**src/rtl/core/c3pf_pkg.sv**
```systemverilog
// ----------------------------------------------------------------------------
// c3pf_pkg
// Shared constants, codes, kernel table and types for the 3x3 preset filter.
// ----------------------------------------------------------------------------
package c3pf_pkg;

  localparam int MAX_WIDTH  = 2048;
  localparam int MAX_HEIGHT = 4096;

  // field widths of the register file and the item payloads
  localparam int WIDTH_REG_W  = 12;
  localparam int HEIGHT_REG_W = 13;
  localparam int MODE_W       = 3;
  localparam int CFG_ADDR_W   = 2;
  localparam int CFG_DATA_W   = 13;
  localparam int PIX_W        = 8;

  // position counters
  localparam int COL_W    = (MAX_WIDTH > 1) ? $clog2(MAX_WIDTH) : 1;
  localparam int WEFF_W   = $clog2(MAX_WIDTH + 1);
  localparam int ROW_W    = (MAX_HEIGHT > 1) ? $clog2(MAX_HEIGHT) : 1;
  localparam int HEFF_W   = $clog2(MAX_HEIGHT + 1);
  localparam int IN_ROW_W = HEFF_W + 1;  // input row runs up to H+1 while draining

  // arithmetic
  localparam int WEIGHT_W    = 5;
  localparam int SUM_W       = 13;
  localparam int BOX_X_W     = 12;
  localparam int BOX_RECIP_W = 12;
  localparam logic [BOX_RECIP_W-1:0] BOX_RECIP = 12'd3641;  // 2^15 / 9, rounded up
  localparam int BOX_SHIFT   = 15;
  localparam int PIX_MAX     = 255;

  // register indexes
  localparam logic [CFG_ADDR_W-1:0] REG_IMAGE_WIDTH  = 2'd0;
  localparam logic [CFG_ADDR_W-1:0] REG_IMAGE_HEIGHT = 2'd1;
  localparam logic [CFG_ADDR_W-1:0] REG_KERNEL_MODE  = 2'd2;

  // kernel modes
  localparam logic [MODE_W-1:0] MODE_BOX     = 3'd0;
  localparam logic [MODE_W-1:0] MODE_GAUSS   = 3'd1;
  localparam logic [MODE_W-1:0] MODE_OUTLINE = 3'd2;
  localparam logic [MODE_W-1:0] MODE_EMBOSS  = 3'd3;
  localparam logic [MODE_W-1:0] MODE_SHARPEN = 3'd4;

  // item opcodes
  localparam logic OP_PIXEL = 1'b0;
  localparam logic OP_DRAIN = 1'b1;

  // reset values of the registers
  localparam logic [WIDTH_REG_W-1:0]  WIDTH_RESET  = 12'd640;
  localparam logic [HEIGHT_REG_W-1:0] HEIGHT_RESET = 13'd480;

  typedef logic signed [WEIGHT_W-1:0] weight_t;
  typedef logic [2:0][2:0][PIX_W-1:0] win_t;  // [row][column], column 2 newest

  typedef struct packed {
    logic top;
    logic bottom;
    logic left;
    logic right;
  } border_t;

  // travels with an item down the pipeline
  typedef struct packed {
    logic    valid;
    border_t border;
    logic    last;
  } tag_t;

  typedef struct packed {
    logic             valid;
    logic [PIX_W-1:0] pixel;
    logic             last;
  } result_t;

  localparam weight_t K_BOX [9] = '{
    5'sd1, 5'sd1, 5'sd1, 5'sd1, 5'sd1, 5'sd1, 5'sd1, 5'sd1, 5'sd1};
  localparam weight_t K_GAUSS [9] = '{
    5'sd1, 5'sd2, 5'sd1, 5'sd2, 5'sd4, 5'sd2, 5'sd1, 5'sd2, 5'sd1};
  localparam weight_t K_OUTLINE [9] = '{
    -5'sd1, -5'sd1, -5'sd1, -5'sd1, 5'sd8, -5'sd1, -5'sd1, -5'sd1, -5'sd1};
  localparam weight_t K_EMBOSS [9] = '{
    -5'sd2, -5'sd1, 5'sd0, -5'sd1, 5'sd1, 5'sd1, 5'sd0, 5'sd1, 5'sd2};
  localparam weight_t K_SHARPEN [9] = '{
    5'sd0, -5'sd1, 5'sd0, -5'sd1, 5'sd5, -5'sd1, 5'sd0, -5'sd1, 5'sd0};

  // idx = row * 3 + column
  function automatic weight_t kernel_weight(input logic [MODE_W-1:0] mode,
                                            input logic [3:0] idx);
    weight_t w;
    case (mode)
      MODE_GAUSS:   w = K_GAUSS[idx];
      MODE_OUTLINE: w = K_OUTLINE[idx];
      MODE_EMBOSS:  w = K_EMBOSS[idx];
      MODE_SHARPEN: w = K_SHARPEN[idx];
      default:      w = K_BOX[idx];
    endcase
    return w;
  endfunction

endpackage

```
**src/rtl/core/c3pf_mac.sv**
```systemverilog
// ----------------------------------------------------------------------------
// c3pf_mac
// Masked weighted sum of the window (stage 2), then normalize and clamp
// (stage 3) into one result.
// ----------------------------------------------------------------------------
module c3pf_mac (
  input  logic                          clk,
  input  logic                          rst,
  input  logic                          en,
  input  c3pf_pkg::win_t                win,
  input  c3pf_pkg::tag_t                tag_in,
  input  logic [c3pf_pkg::MODE_W-1:0]   mode,
  output c3pf_pkg::result_t             res
);
  import c3pf_pkg::*;

  logic signed [SUM_W-1:0] prod [9];
  logic signed [SUM_W-1:0] sum;

  logic signed [SUM_W-1:0] s3_sum;
  logic [MODE_W-1:0]       s3_mode;
  tag_t                    s3_tag;

  logic [BOX_X_W-1:0]                 box_x;
  logic [BOX_X_W+BOX_RECIP_W-1:0]     box_prod;
  logic signed [SUM_W-1:0]            val;

  always_comb begin
    logic             masked;
    logic [PIX_W-1:0] tap_pix;
    weight_t          w;
    for (int r = 0; r < 3; r++) begin
      for (int c = 0; c < 3; c++) begin
        masked = (r == 0 && tag_in.border.top) || (r == 2 && tag_in.border.bottom) ||
                 (c == 0 && tag_in.border.left) || (c == 2 && tag_in.border.right);
        tap_pix = masked ? '0 : win[r][c];
        w    = kernel_weight(mode, 4'(r * 3 + c));
        prod[r * 3 + c] = $signed({{(SUM_W - PIX_W){1'b0}}, tap_pix} *
                                  {{(SUM_W - WEIGHT_W){w[WEIGHT_W-1]}}, w});
      end
    end
    sum = '0;
    for (int i = 0; i < 9; i++) begin
      sum = sum + prod[i];
    end
  end

  always_ff @(posedge clk) begin
    if (rst) begin
      s3_tag <= '0;
    end else if (en) begin
      s3_tag <= tag_in;
    end
  end

  always_ff @(posedge clk) begin
    if (en) begin
      s3_sum  <= sum;
      s3_mode <= mode;
    end
  end

  // box: (sum+4)/9 by reciprocal, exact for the box sum range
  assign box_x    = BOX_X_W'($unsigned(s3_sum + SUM_W'(4)));
  assign box_prod = box_x * BOX_RECIP;

  always_comb begin
    case (s3_mode)
      MODE_BOX:     val = $signed(SUM_W'(box_prod >> BOX_SHIFT));
      MODE_GAUSS:   val = (s3_sum + SUM_W'(8)) >>> 4;
      MODE_OUTLINE: val = s3_sum;
      MODE_EMBOSS:  val = s3_sum;
      MODE_SHARPEN: val = s3_sum;
      default:      val = s3_sum;
    endcase
  end

  assign res.valid = s3_tag.valid;
  assign res.last  = s3_tag.last;
  assign res.pixel = (val < 0) ? '0 :
                     (val > SUM_W'(PIX_MAX)) ? PIX_W'(PIX_MAX) : val[PIX_W-1:0];

endmodule

```
**config.mk**
```make
export PLATFORM = sky130hd
export DESIGN_NAME = c3pf_mac
export DESIGN_NICKNAME = d
export VERILOG_FILES = /design/src/rtl/core/c3pf_pkg.sv /design/src/rtl/core/c3pf_mac.sv
export SDC_FILE = /design/constraint.sdc
export NUM_CORES = 1
export LEC_CHECK = 0
export BUFFER_PORTS_ARGS = -buffer_cell sky130_fd_sc_hd__buf_2
export CELL_PAD_IN_SITES_DETAIL_PLACEMENT = 1
export CELL_PAD_IN_SITES_GLOBAL_PLACEMENT = 1
export CORE_MARGIN = 3
export CORE_UTILIZATION = 40
export CTS_BUF_LIST = sky130_fd_sc_hd__clkbuf_4
export DETAILED_ROUTE_END_ITERATION = 6
export MAX_ROUTING_LAYER = met4
export PLACE_DENSITY_LB_ADDON = 0.25
export RECOVER_POWER = 25
export SLEW_MARGIN = 20
export SYNTH_ARGS = -nofsm -noshare
export SYNTH_HDL_FRONTEND = slang
export SYNTH_SLANG_ARGS = --single-unit
```
**constraint.sdc**
```tcl
create_clock -name clk -period 21.9 [get_ports clk]
set_clock_uncertainty 0.15 [all_clocks]
set_input_delay 3.285 -clock clk [delete_from_list [all_inputs] [get_ports clk]]
set_output_delay 3.285 -clock clk [all_outputs]
set_load 0.01 [all_outputs]
```
* Yosys cells after proc, flatten, opt, wreduce, memory -nomap -nowiden
Cells that the tools add are included.
Storage, ports and cells: register bits after elaboration 18, word-level logic and storage cells 56, bits of input ports 84, output and inout port bits 10
Operators by class: add/sub/neg operators 10, reduce and logical (&&, ||, !) cells 8, magnitude comparators 2, muxes and demuxes 17, multipliers 10, eq/ne operators 5
Operators by type and width (number):
- 9-bit by 5-bit multiplier with 13-bit output | 9
- 13-bit adder | 8
- 8-bit two-way mux | 10
- 5-bit case mux with 2 select lines | 3
- 5-bit case mux with 3 select lines | 2
- 13-bit case mux with 2 select lines | 1
- 12-bit by 12-bit multiplier with 24-bit output, second input constant | 1
- 13-bit by 5-bit adder with 13-bit output, second input constant | 1
- 13-bit by 9-bit greater-than comparator with 1-bit output, second input constant | 1
- 13-bit by 1-bit < comparator with 1-bit output, second input constant | 1
- 12-bit by 4-bit adder with 12-bit output, second input constant | 1
- 4-bit case mux with 3 select lines | 1
- 3-bit by 1-bit == test with 1-bit output, second input constant | 2
- 3-bit by 2-bit == test with 1-bit output, second input constant | 2
- 1-bit logical OR | 4
- 2-bit OR reduction | 2
- 3-bit == test, second input constant | 1
- 3-bit logical NOT | 1
- 3-bit OR reduction | 1

* Logic depth before layout (Yosys ltp)
depth after elaboration 12, gate-level depth with buffers 32, depth with buffers taken out 30

* Worst setup path after synthesis
No wires, ideal clock.
path kind in2reg, from input mode[2] (netlist bit), to register s3_sum[12], data pin, data arrival time 10.433 ns, library setup time 0.260 ns, stages on the path 26, path buffers 1, required time 21.490 ns, path slack 11.057 ns, cells stage by stage buf_2 > nand2b_1 > a21o_1 > inv_2 > nor2_1 > inv_2 > nor2_1 > nor2_1 > fa_1 > inv_1 > fa_1 > inv_1 > fa_1 > fa_1 > fa_1 > fa_1 > fa_1 > fa_1 > fa_1 > ha_1 > a21oi_1 > nor2b_1 > o21a_1 > o41ai_1 > o21ai_0 > xnor2_1
Between the ends: cells in the longest elaborated chain, start to end 12, elaborated cells on any way between the ends 30, classes of those cells add/sub (8); mul (9); eq/ne (4); mux (6); reduce/logical (3)
Ends and longest elaborated chain:
- from (decl) | line c3pf_mac.sv:12 | input logic [c3pf_pkg::MODE_W-1:0] mode,
- 3-bit == test or 3-bit by 2-bit == test with 1-bit output (tied branches) | line c3pf_pkg.sv:92 | case (mode)
- 3-bit OR reduction (no source line)
- 5-bit case mux with 2 select lines | line c3pf_pkg.sv:92
- 9-bit by 5-bit multiplier with 13-bit output | line c3pf_mac.sv:38 | prod[r * 3 + c] = $signed({{(SUM_W - PIX_W){1'b0}}, tap_pix} *
- 13-bit adder (7 in a row) | line c3pf_mac.sv:44 | sum = sum + prod[i];
- 13-bit adder * | line c3pf_mac.sv:44
- net sum[12] | line c3pf_mac.sv:18 | logic signed [SUM_W-1:0] sum;
- to (signal assigned) | line c3pf_mac.sv:58 | s3_sum <= sum;
- to (decl) | line c3pf_mac.sv:20 | logic signed [SUM_W-1:0] s3_sum;
Mark *: on every way through the listed nets, which the timed path passes. The rest lies on a longest branch. A chain may end at the register's enable or synchronous reset.

* Worst setup path after layout
Same ends and word-level chain as after synthesis.

==> flow_summary.ini <==
[global_routing]
grt_pass1_vias = 12352
grt_start_max_net_pins = 37
overflow = 0
grt_first_pass_wirelength_um = 68170
grt_antenna_before_repair = 0
grtUsageTotal_pct = 23.28

[sta]
fin_ws_ns = 9.139
worst_slew_pin_slew_ns = 1.287
fin_crit_sh_pct = 58.27
max_freq_ghz = 0.07836
min_period_ns = 12.76
drv_slew = 0
setup_violations = 0
finalHoldViolCount = 0
rsz0062_at_grt = no
tns_ns = 0
slew-limit-headroom_pct = 14.20

[floorplan]
core_um2 = 35740
die_w_um = 197.1
num_rows = 69
dieHeight_um = 197.1
start_util_pct = 40.86
dieArea_um2 = 38840
io_pins = 94

[yosys]
synth_cell_types = 52
yosys.area.top_type = fa_1
yosys_warnings = 0
synth_cells = 1604
synth_edf_count = 16
synth-seq-area-share_pct = 3.564
ys_top_cells_by_area = fa_1 45%, ha_1 18%, inv_1 11%
async_reset_ff_share_pct = 0
syn_nets = 2225
ys_seq_elements = 18
synthFlopType = edfxtp_1
synth_top_cell_area_share_pct = 44.96
synth.avg_cell_area_um2 = 9.105
syn_area_um2 = 14600

[setup_path]
crit_path_frequent_cell = fa_1
slowest_stage = nor2_1
cp.required_ns = 21.82
path_class = in2reg
endpoint_kind = flop
cpPeakStageDelay_ns = 0.76
worstPathArrival_ns = 12.68
path_max_fanout = 23
critPathLaunchType = input pin

[finish]
finish.net_count = 2293
antenna_cells = 0
syn_to_final_growth_pct = 6.752
drive_above_1_share_pct = 6.643
final_util_pct = 43.62
nFillCells = 4275
layoutNonFillerInstCount = 2132

[placement]
gp_congestion = 0.8890
hpwl_um = 37730
place_inst = 2128
numPortBuffers = 93
detailedPlace.worstSlack_ns = 9.011

[clock_tree]
clkSinkCount = 18
cts_resized = 0
tritoncts = yes
path_clk_slew_ns = 0.13
clkLatencyLatePin_ns = 0.33
h-tree-depth = 1
cts_hold_buf = 0
cts.path.max_buffers = 2
cts_buffers = 3
post_cts_buffers = 0
clockRootBuffer = clkbuf_4

[detailed_routing]
num_vias = 10540
wl_per_cell_um = 19.44
viasPerCell = 4.944
drt_iter0_drc = 414
drcViolationCount = 0
ant_nets = 0
routed_wirelength_um = 41450
first_pass_iters = 5

[status]
status = finished clean

[hold_path]
hold_path.class = reg2reg

[job]
maxCapViolCount = 0
==> worst paths after layout <==
check / startpoint / to / slack [ns] / depth (start not counted)
min reg2reg: res[0] / res[0] / 0.36 / 2
max reg2reg: res[0] / res[0] / 21.15 / 2
min: res[0] / res[0] / 0.36 / 2
max: mode[2] / s3_sum[12] / 9.14 / 28
==> cells in the mapped netlist, drive strengths merged (16+ instances only) <==
master  instances
nand3          31
inv           435
clkbuf         34
and2           26
nor2b          34
fa            328
edfxtp         16
nand2b         32
nand2         108
a21oi          37
xnor2          47
ha            209
nor2          149
==> layout by cell type (no fill, tap or decap), types with 26 or more instances in the layout <==
| cell | count |
|---|---|
| buf_2 | 89 |
| nand3_1 | 31 |
| ha_1 | 209 |
| inv_1 | 432 |
| fa_1 | 328 |
| and2_1 | 26 |
| nand2_1 | 108 |
| a21oi_1 | 36 |
| xnor2_1 | 47 |
| nor2b_1 | 34 |
| nand2b_1 | 32 |
| nor2_1 | 148 |
==> cell type report <==
class	instances	area, um^2	area share (%)
sequential	18	520.5	3.339
multi-input combinational	1112	12310	78.96
timing repair buffer	101	520.5	3.339
clock buffer	3	22.52	0.1445
clock inverter	1	3.754	0.02408
tap	461	576.8	3.700
inverter	436	1637	10.50
==> through the flow <==
| stage | area [um^2] | hold WS [ns] |
|---|---|---|
| after global placement | 15560 | 0.3266 |
| final | 15590 | 0.3645 |
| after CTS | 15590 | 0.3755 |
| after detailed placement | 15570 | 0.3421 |
| after global routing | 15590 | 0.3989 |
| after floorplan | 14600 | 0.3779 |
==> logic make-up (layout without fill, tap and decap cells) <==
group,Yosys count,count (layout),synth area share [%]
flops,18,18,3.564
simple gates,422,422,13.54
fa+ha+maj,537,537,62.87
mux,5,5,0.3513
xor+xnor,62,62,3.718
buf+inv,474,541,12.21
compound gates,86,86,3.753
==> layer usage <==
metal	vias up	GRT usage, %	wire [um]
li1	4926	-	-
met1	5411	31.93	19090
met2	174	39.73	20710
met3	29	1.075	1037
met4	0	3.300	609
met5	-	-	0
==> registers in the layout (all words and copies together) (netlist names) <==
register,cells
s3_sum,13
s3_mode,3
res,2
==> critical path: cells and delay by family <==
| kind | cells | cell delay [ns] |
|---|---|---|
| buffers and inverters | 7 | 1.51 |
| XOR/XNOR | 1 | 0.16 |
| adder cells (fa/ha/maj) | 10 | 4.83 |
| AO/OA/AOI/OAI | 5 | 1.19 |
| AND/OR/NAND/NOR | 5 | 1.65 |
Power is left out: the tool's default activity adds up to more than one toggle a clock period on the data nets, which glitch-free logic cannot reach.
