## src/rtl/core/c3pf_pkg.sv

```systemverilog
// ----------------------------------------------------------------------------
// c3pf_pkg
// Shared constants, codes, kernel table and types for the 3x3 preset filter.
// ----------------------------------------------------------------------------
package c3pf_pkg;

  localparam int MAX_WIDTH  = 2048;
  localparam int MAX_HEIGHT = 4096;

  // field widths of the register file and the item payloads
  localparam int WIDTH_REG_W  = 12;
  localparam int HEIGHT_REG_W = 13;
  localparam int MODE_W       = 3;
  localparam int CFG_ADDR_W   = 2;
  localparam int CFG_DATA_W   = 13;
  localparam int PIX_W        = 8;

  // position counters
  localparam int COL_W    = (MAX_WIDTH > 1) ? $clog2(MAX_WIDTH) : 1;
  localparam int WEFF_W   = $clog2(MAX_WIDTH + 1);
  localparam int ROW_W    = (MAX_HEIGHT > 1) ? $clog2(MAX_HEIGHT) : 1;
  localparam int HEFF_W   = $clog2(MAX_HEIGHT + 1);
  localparam int IN_ROW_W = HEFF_W + 1;  // input row runs up to H+1 while draining

  // arithmetic
  localparam int WEIGHT_W    = 5;
  localparam int SUM_W       = 13;
  localparam int BOX_X_W     = 12;
  localparam int BOX_RECIP_W = 12;
  localparam logic [BOX_RECIP_W-1:0] BOX_RECIP = 12'd3641;  // 2^15 / 9, rounded up
  localparam int BOX_SHIFT   = 15;
  localparam int PIX_MAX     = 255;

  // register indexes
  localparam logic [CFG_ADDR_W-1:0] REG_IMAGE_WIDTH  = 2'd0;
  localparam logic [CFG_ADDR_W-1:0] REG_IMAGE_HEIGHT = 2'd1;
  localparam logic [CFG_ADDR_W-1:0] REG_KERNEL_MODE  = 2'd2;

  // kernel modes
  localparam logic [MODE_W-1:0] MODE_BOX     = 3'd0;
  localparam logic [MODE_W-1:0] MODE_GAUSS   = 3'd1;
  localparam logic [MODE_W-1:0] MODE_OUTLINE = 3'd2;
  localparam logic [MODE_W-1:0] MODE_EMBOSS  = 3'd3;
  localparam logic [MODE_W-1:0] MODE_SHARPEN = 3'd4;

  // item opcodes
  localparam logic OP_PIXEL = 1'b0;
  localparam logic OP_DRAIN = 1'b1;

  // reset values of the registers
  localparam logic [WIDTH_REG_W-1:0]  WIDTH_RESET  = 12'd640;
  localparam logic [HEIGHT_REG_W-1:0] HEIGHT_RESET = 13'd480;

  typedef logic signed [WEIGHT_W-1:0] weight_t;
  typedef logic [2:0][2:0][PIX_W-1:0] win_t;  // [row][column], column 2 newest

  typedef struct packed {
    logic top;
    logic bottom;
    logic left;
    logic right;
  } border_t;

  // travels with an item down the pipeline
  typedef struct packed {
    logic    valid;
    border_t border;
    logic    last;
  } tag_t;

  typedef struct packed {
    logic             valid;
    logic [PIX_W-1:0] pixel;
    logic             last;
  } result_t;

  localparam weight_t K_BOX [9] = '{
    5'sd1, 5'sd1, 5'sd1, 5'sd1, 5'sd1, 5'sd1, 5'sd1, 5'sd1, 5'sd1};
  localparam weight_t K_GAUSS [9] = '{
    5'sd1, 5'sd2, 5'sd1, 5'sd2, 5'sd4, 5'sd2, 5'sd1, 5'sd2, 5'sd1};
  localparam weight_t K_OUTLINE [9] = '{
    -5'sd1, -5'sd1, -5'sd1, -5'sd1, 5'sd8, -5'sd1, -5'sd1, -5'sd1, -5'sd1};
  localparam weight_t K_EMBOSS [9] = '{
    -5'sd2, -5'sd1, 5'sd0, -5'sd1, 5'sd1, 5'sd1, 5'sd0, 5'sd1, 5'sd2};
  localparam weight_t K_SHARPEN [9] = '{
    5'sd0, -5'sd1, 5'sd0, -5'sd1, 5'sd5, -5'sd1, 5'sd0, -5'sd1, 5'sd0};

  // idx = row * 3 + column
  function automatic weight_t kernel_weight(input logic [MODE_W-1:0] mode,
                                            input logic [3:0] idx);
    weight_t w;
    case (mode)
      MODE_GAUSS:   w = K_GAUSS[idx];
      MODE_OUTLINE: w = K_OUTLINE[idx];
      MODE_EMBOSS:  w = K_EMBOSS[idx];
      MODE_SHARPEN: w = K_SHARPEN[idx];
      default:      w = K_BOX[idx];
    endcase
    return w;
  endfunction

endpackage

```

## src/rtl/core/c3pf_ctrl.sv

```systemverilog
// ----------------------------------------------------------------------------
// c3pf_ctrl
// Register file and frame position tracking; tags each accepted item with
// its emit flag, border masks and frame end flag.
// ----------------------------------------------------------------------------
module c3pf_ctrl (
  input  logic                                clk,
  input  logic                                rst,
  input  logic                                cfg_write,
  input  logic [c3pf_pkg::CFG_ADDR_W-1:0]     cfg_addr,
  input  logic [c3pf_pkg::CFG_DATA_W-1:0]     cfg_data,
  input  logic                                accept,
  output logic [c3pf_pkg::COL_W-1:0]          col,
  output c3pf_pkg::tag_t                      tag,
  output logic [c3pf_pkg::MODE_W-1:0]         mode
);
  import c3pf_pkg::*;

  logic [WIDTH_REG_W-1:0]  image_width;
  logic [HEIGHT_REG_W-1:0] image_height;
  logic [MODE_W-1:0]       kernel_mode;

  logic [WEFF_W-1:0]   w_eff;
  logic [HEFF_W-1:0]   h_eff;

  logic [COL_W-1:0]    in_column, in_column_next;
  logic [IN_ROW_W-1:0] in_row, in_row_next;
  logic [COL_W-1:0]    out_column, out_column_next;
  logic [ROW_W-1:0]    out_row, out_row_next;

  logic emit, last, in_wrap, out_wrap, col_end, row_end;

  always_comb begin
    if (image_width == '0) begin
      w_eff = WEFF_W'(1);
    end else if (32'(image_width) > MAX_WIDTH) begin
      w_eff = WEFF_W'(MAX_WIDTH);
    end else begin
      w_eff = WEFF_W'(image_width);
    end
    if (image_height == '0) begin
      h_eff = HEFF_W'(1);
    end else if (32'(image_height) > MAX_HEIGHT) begin
      h_eff = HEFF_W'(MAX_HEIGHT);
    end else begin
      h_eff = HEFF_W'(image_height);
    end
  end

  assign mode = (kernel_mode > MODE_SHARPEN) ? MODE_BOX : kernel_mode;

  // the item at linear position p yields the result for pixel p-W-1
  assign emit    = (in_row >= IN_ROW_W'(2)) || ((in_row == IN_ROW_W'(1)) && (in_column != '0));
  assign in_wrap = (32'(in_column) + 32'd1) >= 32'(w_eff);
  assign col_end = (32'(out_column) + 32'd1) >= 32'(w_eff);
  assign row_end = (32'(out_row) + 32'd1) >= 32'(h_eff);
  assign last    = row_end && col_end;
  assign out_wrap = col_end;

  assign col                = in_column;
  assign tag.valid          = emit;
  assign tag.border.top     = (out_row == '0);
  assign tag.border.bottom  = row_end;
  assign tag.border.left    = (out_column == '0);
  assign tag.border.right   = col_end;
  assign tag.last           = last;

  always_comb begin
    in_column_next  = in_column + COL_W'(1);
    in_row_next     = in_row;
    out_column_next = out_column;
    out_row_next    = out_row;
    if (in_wrap) begin
      in_column_next = '0;
      in_row_next    = in_row + IN_ROW_W'(1);
    end
    if (emit) begin
      if (last) begin
        in_column_next  = '0;
        in_row_next     = '0;
        out_column_next = '0;
        out_row_next    = '0;
      end else if (out_wrap) begin
        out_column_next = '0;
        out_row_next    = out_row + ROW_W'(1);
      end else begin
        out_column_next = out_column + COL_W'(1);
      end
    end
  end

  always_ff @(posedge clk) begin
    if (rst) begin
      image_width  <= WIDTH_RESET;
      image_height <= HEIGHT_RESET;
      kernel_mode  <= MODE_BOX;
      in_column    <= '0;
      in_row       <= '0;
      out_column   <= '0;
      out_row      <= '0;
    end else if (cfg_write) begin
      case (cfg_addr)
        REG_IMAGE_WIDTH: begin
          image_width <= cfg_data[WIDTH_REG_W-1:0];
          in_column   <= '0;
          in_row      <= '0;
          out_column  <= '0;
          out_row     <= '0;
        end
        REG_IMAGE_HEIGHT: begin
          image_height <= cfg_data[HEIGHT_REG_W-1:0];
          in_column    <= '0;
          in_row       <= '0;
          out_column   <= '0;
          out_row      <= '0;
        end
        REG_KERNEL_MODE: begin
          kernel_mode <= cfg_data[MODE_W-1:0];
        end
        default: begin
        end
      endcase
    end else if (accept) begin
      in_column  <= in_column_next;
      in_row     <= in_row_next;
      out_column <= out_column_next;
      out_row    <= out_row_next;
    end
  end

endmodule

```

## config.mk

```make
export PLATFORM = sky130hd
export DESIGN_NAME = c3pf_ctrl
export DESIGN_NICKNAME = d
export VERILOG_FILES = /design/src/rtl/core/c3pf_pkg.sv /design/src/rtl/core/c3pf_ctrl.sv
export SDC_FILE = /design/constraint.sdc
export NUM_CORES = 1
export LEC_CHECK = 0
export ABC_CLOCK_PERIOD_IN_PS = 3250
export BUFFER_PORTS_ARGS = -buffer_cell sky130_fd_sc_hd__buf_2
export CAP_MARGIN = 20
export CORE_MARGIN = 2
export CORE_UTILIZATION = 55
export DETAILED_ROUTE_END_ITERATION = 12
export PLACE_DENSITY = 0.89
export SYNTH_ARGS = -nofsm -noshare
export SYNTH_HDL_FRONTEND = slang
export SYNTH_SLANG_ARGS = --single-unit
```

## constraint.sdc

```tcl
create_clock -name clk -period 3.25 [get_ports clk]
set_input_delay 0.1625 -clock clk [delete_from_list [all_inputs] [get_ports clk]]
set_output_delay 0.1625 -clock clk [all_outputs]
set_load 0.005 [all_outputs]
```

# ---- After elaboration in Yosys (flattened, before gate mapping)
# Cells that the tools add are included.
dict set report op_classes {
  n_addsub 7
  n_lt_le_gt_ge 7
  eq_ne 4
  muxes 28
  n_reduce_logical 19
}
# operator count
set ops {}
lappend ops {{2-to-1 mux 11 bit} 11}
lappend ops {{2-to-1 mux 12 bit} 8}
lappend ops {{2-to-1 mux 14 bit} 6}
lappend ops {{2-to-1 mux 13 bit} 2}
lappend ops {{adder 11 x 1 -> 12 bit, second input constant} 2}
lappend ops {{>= comparator 12 bit} 2}
lappend ops {{zero test 12 bit} 2}
lappend ops {{adder 11 x 1 -> 11 bit, second input constant} 2}
lappend ops {{adder 14 x 1 -> 14 bit, second input constant} 1}
lappend ops {{== test 14 x 1 -> 1 bit, second input constant} 1}
lappend ops {{>= comparator 14 x 2 -> 1 bit, second input constant} 1}
lappend ops {{adder 12 x 1 -> 13 bit, second input constant} 1}
lappend ops {{>= comparator 13 bit} 1}
lappend ops {{> comparator 13 bit, second input constant} 1}
lappend ops {{zero test 13 bit} 1}
lappend ops {{adder 12 x 1 -> 12 bit, second input constant} 1}
lappend ops {{> comparator 12 bit, second input constant} 1}
lappend ops {{zero test 11 bit} 1}
lappend ops {{nonzero test 11 bit} 1}
lappend ops {{AND reduction 2 bit} 4}
lappend ops {{AND reduction 4 bit} 1}
lappend ops {{nonzero test 2 bit} 2}
lappend ops {{> comparator 3 bit, second input constant} 1}
lappend ops {{2-to-1 mux 3 bit} 1}
lappend ops {{9 further kinds} 10}
dict set report word_totals {
  ff_bits 76
  input_bits 19
  output_inout_bits 20
  elab_cells 72
}

# ---- Logic depth before layout (Yosys ltp)
# Gate-level depths: netlist (run 1).
dict set report depth {
  depth_word 9
  ltp_mapped 16
  depth_no_buf 15
}

# ---- Worst setup path before layout (run 1)
# Ideal clock, no wire load.
dict set report synth_timing {
  kind {reg-to-reg}
  startpoint {register out_column[2]}
  endpoint {register in_column[2] (netlist: col[2])}
  setup_ps 74
  t_arrival_ps 3127
  required_time_ps 3176
  path_slack_ps 49
  path_stages_with_launch 14
  n_path_buf 1
  period_less_slack_ps 3201
  cell_sequence {dfxtp_1 and3_1 nand3_1 nor2_1 xor2_1 ha_1 a21o_1 a21o_1 a221oi_1 a21boi_2 a211oi_4 buf_6 nand3b_1 a31oi_1}
}
dict set report synth_via {
  elab_chain_cells 7
}
# element line_no
set synth_lines {}
lappend synth_lines {{start, declared} c3pf_ctrl.sv:28} ;# logic [COL_W-1:0] out_column, out_column_next;
lappend synth_lines {{start signal, assigned} c3pf_ctrl.sv:126} ;# out_column <= out_column_next;
lappend synth_lines {{adder 11 x 1 -> 12 bit} c3pf_ctrl.sv:55} ;# assign col_end = (32'(out_column) + 32'd1) >= 32'(w_eff);
lappend synth_lines {{>= comparator 12 bit} c3pf_ctrl.sv:55}
lappend synth_lines {{logical AND 1 bit} c3pf_ctrl.sv:57} ;# assign last = row_end && col_end;
lappend synth_lines {{net last} c3pf_ctrl.sv:31} ;# logic emit, last, in_wrap, out_wrap, col_end, row_end;
lappend synth_lines {{2-to-1 mux 11 bit} c3pf_ctrl.sv:78} ;# if (last) begin
lappend synth_lines {{2-to-1 mux 11 bit} c3pf_ctrl.sv:77} ;# if (emit) begin
lappend synth_lines {{2-to-1 mux 11 bit} c3pf_ctrl.sv:123} ;# end else if (accept) begin
lappend synth_lines {{2-to-1 mux 11 bit} c3pf_ctrl.sv:101} ;# end else if (cfg_write) begin
lappend synth_lines {{end signal, assigned} c3pf_ctrl.sv:124} ;# in_column <= in_column_next;
lappend synth_lines {{end, declared} c3pf_ctrl.sv:26} ;# logic [COL_W-1:0] in_column, in_column_next;
# The timed path passes the listed nets, and every way through them passes these cells. The select of a mux whose other input is x is not followed.
# A chain may end at the register's enable or synchronous reset.

==> impl_metrics.py, run 1 <==
metrics = {
    "outcome": {
        "status": "complete, but fails checks",
        "violations": "setup timing",
    },
    "global_route": {
        "gr-usage-all-layers_pct": 28.5,
        "grt_max_degree": 28,
        "grt_pass1_wl_um": 22200,
        "grt.overflow.total": 0,
        "grt_pass1_vias": 4805,
        "antenna_found_initial": 0,
    },
    "timing": {
        "slew_violations": 0,
        "worst_pin_slew_ns": 0.718,
        "tns_ns": -1.09,
        "maxClockFrequency_mhz": 297,
        "setup_viol": 22,
        "whs_ns": 0.0305,
        "period_minus_slack_ns": 3.37,
        "relSlewSlack_pct": 51.9,
        "rsz0062_at_grt": "yes",
        "skew_ns": 0.0144,
        "fin_crit_sh_pct": 104,
        "fin_ws_ns": -0.118,
        "final-hold-violation-count": 0,
    },
    "routing": {
        "num_vias": 5283,
        "drtAntennaViolNets": 0,
        "drt-wirelength-per-cell_um": 19.2,
        "first_iter_violations": 580,
        "dr.pass1.iters": 5,
        "drc": 0,
        "vias_per_cell": 6.62,
        "wl_um": 15300,
    },
    "layout": {
        "final_common_cell": "nand2_1",
        "fin_area_mm2": 0.00594,
        "drive_above_1_share_pct": 24.5,
        "antennaDiodeCount": 0,
        "syn_to_final_growth_pct": 23.7,
        "fin_cells": 798,
        "layout_common_cells": "nand2_1, dfxtp_1, a21oi_1, buf_4, ha_1",
        "fill_cells": 555,
        "final_nets": 748,
    },
    "worst_setup_path": {
        "r2r-start": "out_row[3]",
        "crit_type": "reg2out",
        "arrival_ns": 3.21,
        "path_cells": "buf_4, nand2_1, nor2_4, and3_4, nand3_2, xnor2_2, ha_1, nand2_1, nor2_2, nand2_2, o21ai_4, buf_6, a21boi_4, buf_4, buf_2",
        "critPathTopFamily": "simple AND/OR/NAND/NOR gates",
        "max_stage_delay_ns": 0.39,
        "cp-startpoint": "out_row[3]",
        "crit_fanout": 5,
        "path_buf_inv": 4,
        "end_kind": "output port",
        "ff2ff_setup_slack_ns": -0.12,
        "slowest_stage": "dfxtp_4",
        "critPathLaunchType": "register",
        "cp.required_ns": 3.09,
    },
    "placement": {
        "dp_hpwl_um": 9290,
        "io_buffers": 38,
        "place_inst": 769,
        "gp_congestion": 0.926,
        "placed_area_mm2": 0.00528,
    },
    "floorplanning": {
        "initial_core_util_pct": 55.9,
        "dieWidth_um": 97.5,
        "dieArea_mm2": 0.00950,
        "die_y_um": 97.5,
        "ioPinCount": 39,
        "placementRows": 34,
        "core_mm2": 0.00859,
    },
    "yosys": {
        "ys_seq_area_share_pct": 31.7,
        "ys_seq_elements": 76,
        "syn_area_mm2": 0.00480,
        "ys.flop_type": "dfxtp_1",
        "synthCells": 614,
        "async_flop_share_pct": 0,
        "ys_types": 55,
        "syn_nets": 677,
        "ys_warn_count": 0,
        "synth_edf_count": 0,
        "avgSynthCellArea_um2": 7.82,
    },
    "pwr": {
        "peakVddDrop_mv": 0.318,
        "power_density_mw_per_mm2": 332,
        "leakage_nw": 2.57,
    },
    "cts": {
        "cts_root_buf": "clkbuf_8",
        "path_clk_slew_ns": 0.08,
        "cts_inserted_buffers": 9,
        "insertion_delay_ns": 0.37,
        "cts_sinks": 76,
        "cts_buffer_depth": 2,
        "cts_tree": "built",
        "h-tree-depth": 3,
    },
    "flow_run": {
        "drv_cap": 0,
    },
    "worst_hold_path": {
        "hold_start": "cfg_data[12]",
        "hp-class": "in2reg",
    },
}
layer usage:
layer / vias to the layer above / track usage (%) / share of wire (%)
li1: 2339 / - / -
met3: 99 / 6.47 / 9.5
met4: 0 / 12.6 / 5.5
met2: 391 / 48.9 / 48
met1: 2454 / 34.0 / 37
met5: - / 0 / 0
metrics by stage:
stage,utilization (%),setup slack [ns],power (mW)
3_3_place_gp,61.4,-0.330,1.13
6_report,69.1,-0.118,1.97
5_1_grt,69.1,-0.221,2.02
3_5_place_dp,61.5,-0.271,1.14
2_1_floorplan,-,0.0490,1.08
4_1_cts,65.9,-0.00107,1.95
tightest hold or removal path, stage by stage:
cell     delay, ns
buf_2         0.10
nand2_1       0.04
a21oi_1       0.05
worst paths after layout:
check,end,cells past startpoint
worst max-delay path,tag[0],15
worst min-delay path,image_height[12],3
worst max register to register,in_row[2],18
worst min register to register,image_width[8],2
state kept, by name, indices dropped and copies added (netlist names):
name	cells
col	11
image_height	13
image_width	12
in_row	14
kernel_mode	3
out_column	11
out_row	12
cell families after synthesis:
kind of cell | share of synthesized area, %
and+or+nand+nor | 29.5
AOI/OAI and AO/OA | 18.1
DFF | 31.7
adders and majority gates | 11.5
buffers and inverters | 4.14
xor gates and xnor gates | 3.46
muxes | 1.67
timing repair:
item	CTS	global route
resized for setup	17	59
endpoints found under the setup margin	37	48
hold buffers	0	0
buffers inserted	5	5
pin swaps	6	21
gates cloned	2	2
layout make-up:
| class | count | area [um2] | share of cell area, % |
|---|---|---|---|
| Sequential cell | 76 | 1530 | 25.8 |
| Multi-Input combinational cell | 497 | 3410 | 57.3 |
| Tap cell | 108 | 135 | 2.27 |
| Timing Repair Buffer | 86 | 596 | 10.0 |
| Clock buffer | 12 | 145 | 2.44 |
| Inverter | 15 | 56.3 | 0.948 |
| Clock inverter | 4 | 72.6 | 1.22 |
report_power, final:
| part | internal, mW | switching (mW) |
|---|---|---|
| clock network | 0.453 | 0.367 |
| registers | 0.944 | 0.0136 |
| logic | 0.0683 | 0.124 |
| total | 1.47 | 0.505 |
cell usage after synthesis (5+ instances only):
library cell	instances	area (um2)
a21o_1	8	60.1
a21oi_1	52	260
a22oi_1	6	45.0
a31oi_1	14	87.6
a32o_1	8	80.1
and2_1	7	43.8
and3_1	14	87.6
clkbuf_1	15	56.3
dfxtp_1	76	1520
ha_1	44	551
inv_1	14	52.6
mux2i_1	8	80.1
nand2_1	117	439
nand3_1	32	160
nand3b_1	7	52.6
nand4_1	7	43.8
nor2_1	41	154
nor2b_1	15	93.8
nor3_1	5	25.0
nor3b_1	5	37.5
nor4_1	13	81.3
o211ai_1	5	37.5
o21ai_0	22	110
or2_2	10	62.6
xnor2_1	11	96.3
xor2_1	8	70.1
Power figures use the tool's default switching activity.
==> run 2, diff against run 1 <==
--- a/config.mk
+++ b/config.mk
@@ -11,6 +11,7 @@
 export CORE_MARGIN = 2
 export CORE_UTILIZATION = 55
 export DETAILED_ROUTE_END_ITERATION = 12
+export MAX_ROUTING_LAYER = met4
 export PLACE_DENSITY = 0.89
 export SYNTH_ARGS = -nofsm -noshare
 export SYNTH_HDL_FRONTEND = slang
==> impl_metrics.py, run 2 (synthesis results as in run 1) <==
metrics = {
    "timing": {
        "period_minus_slack_ns": 3.25,
        "final-hold-violation-count": 0,
        "setup_viol": 2,
        "slew_violations": 0,
        "fin_crit_sh_pct": 100,
        "fin_ws_ns": -0.00349,
        "worst_pin_slew_ns": 0.708,
        "relSlewSlack_pct": 52.6,
        "skew_ns": 0.00881,
        "maxClockFrequency_mhz": 307,
    },
    "placement": {
        "gp_congestion": 0.927,
        "placed_area_mm2": 0.00525,
        "io_buffers": 38,
        "pre_cts_slack_ns": -0.547,
        "dp_hpwl_um": 9240,
    },
    "floorplanning": {
        "ioPinCount": 39,
        "initial_core_util_pct": 55.9,
        "dieWidth_um": 97.5,
        "die_y_um": 97.5,
        "dieArea_mm2": 0.00950,
        "placementRows": 34,
        "core_mm2": 0.00859,
    },
    "worst_setup_path": {
        "rr_worst_depth": 16,
        "crit_type": "reg2reg",
        "max_stage_delay_ns": 0.37,
        "cp-startpoint": "out_row[0]",
        "arrival_ns": 3.54,
        "ff2ff_setup_slack_ns": -0.003,
        "slowest_stage": "dfxtp_4",
        "timing.rr.end": "in_row[1]",
        "critPathLaunchType": "register",
        "end_kind": "register",
        "r2r-start": "out_row[0]",
        "crit_fanout": 10,
        "path_cells": "ha_4, nand3_4, nor2_4, and3_4, nor2b_1, or2_4, ha_4, a21oi_2, o21ai_1, a21oi_2, o21ai_4, a21boi_4, a211oi_4, buf_4, nand2_1, o22ai_2",
        "path_buf_inv": 1,
        "cp.required_ns": 3.54,
        "critPathTopFamily": "compound AO/OA/AOI/OAI gates",
    },
    "outcome": {
        "status": "complete, but fails checks",
        "violations": "setup timing",
    },
    "routing": {
        "first_iter_violations": 628,
        "drtAntennaViolNets": 0,
        "drc": 0,
        "wl_um": 15200,
        "dr.pass1.iters": 6,
        "drt-wirelength-per-cell_um": 19.1,
        "vias_per_cell": 6.59,
        "num_vias": 5229,
    },
    "cts": {
        "ctsHoldBuffers": 0,
        "insertion_delay_ns": 0.37,
        "cts_tree": "built",
        "h-tree-depth": 3,
        "cts_root_buf": "clkbuf_8",
        "cts_inserted_buffers": 9,
        "cts_sinks": 76,
        "path_clk_slew_ns": 0.08,
        "cts_buffer_depth": 2,
    },
    "layout": {
        "drive_above_1_share_pct": 23.5,
        "largest_reg_flops": 14,
        "layout_common_cells": "nand2_1, dfxtp_1, a21oi_1, ha_1, buf_4",
        "syn_to_final_growth_pct": 22.5,
        "fin_area_mm2": 0.00589,
        "fill_cells": 584,
        "largestRegisters": "in_row x14, image_height x13",
        "antennaDiodeCount": 0,
        "fin_util_pct": 68.5,
        "final_nets": 744,
        "final_common_cell": "nand2_1",
        "largest-register": "in_row",
    },
    "pwr": {
        "leakage_nw": 2.57,
        "power_density_mw_per_mm2": 337,
        "peakVddDrop_mv": 0.250,
    },
    "worst_hold_path": {
        "hold_end": "image_height[12]",
        "hp-class": "in2reg",
        "hold_depth": 3,
        "hold_start": "cfg_data[12]",
    },
    "flow_run": {
        "drv_cap": 0,
    },
    "global_route": {
        "gr-usage-all-layers_pct": 29.0,
        "grt_pass1_vias": 4736,
        "grt_pass1_wl_um": 22200,
        "antenna_found_initial": 0,
        "grt_max_degree": 46,
        "grt.overflow.total": 0,
    },
}
[run 2: worst register-to-register path: stages (launching register included)]
cell and delay (ns):
dfxtp_4 0.37, ha_4 0.15, nand3_4 0.10, nor2_4 0.12
and3_4 0.23, nor2b_1 0.27, or2_4 0.19, ha_4 0.20
a21oi_2 0.13, o21ai_1 0.09, a21oi_2 0.19, o21ai_4 0.10
a21boi_4 0.16, a211oi_4 0.28, buf_4 0.26, nand2_1 0.14
o22ai_2 0.21
[run 2: layout make-up]
class	instances	area, um2	area share [%]
multi-input combinational	496	3350	56.9
sequential	76	1540	26.2
timing repair buffer	83	588	9.99
clock buffer	12	145	2.47
tap	108	135	2.30
clock inverter	4	72.6	1.23
inverter	15	56.3	0.957
[run 2: report_power, final]
group / internal (mW) / switching (mW) / leakage, nW
logic: 0.0702 / 0.126 / 1.85
registers: 0.943 / 0.0133 / 0.621
clock network: 0.453 / 0.379 / 0.107
total: 1.47 / 0.518 / 2.57
[run 2: routing by layer]
| metal | vias to the layer above | share of wire, % | GRT usage (%) |
|---|---|---|---|
| met5 | - | 0 | - |
| met3 | 103 | 9.6 | 5.90 |
| li1 | 2338 | - | - |
| met2 | 388 | 47 | 47.2 |
| met1 | 2400 | 37 | 35.0 |
| met4 | 0 | 6.1 | 12.6 |
[run 2: what timing repair did]
item	CTS	global route
setup buffers	4	6
gates resized for setup	18	50
gates cloned	2	0
pin swaps	3	18
setup endpoints to repair	38	44
[run 2: worst max-delay path by stage]
stage                 endpoint  slack [ns]  cells past startpoint
global placement    out_row[8]       -0.27                     14
detailed placement  out_row[6]       -0.55                     14
CTS                 out_row[6]       0.005                     15
finish               in_row[1]      -0.003                     16
floorplan               col[2]        0.05                     13
global route         in_row[0]       -0.06                     16
[run 2: per-stage QoR]
| stage | hold slack, ns | std cells | TNS [ns] | power, mW |
|---|---|---|---|---|
| floorplan | 0.286 | 614 | 0 | 1.08 |
| detailed placement | 0.402 | 767 | -8.07 | 1.14 |
| global route | 0.0352 | 794 | -0.321 | 2.04 |
| finish | 0.0239 | 794 | -0.00683 | 1.99 |
| global placement | 0.406 | 767 | -2.52 | 1.13 |
| CTS | 0.0207 | 789 | 0 | 1.96 |
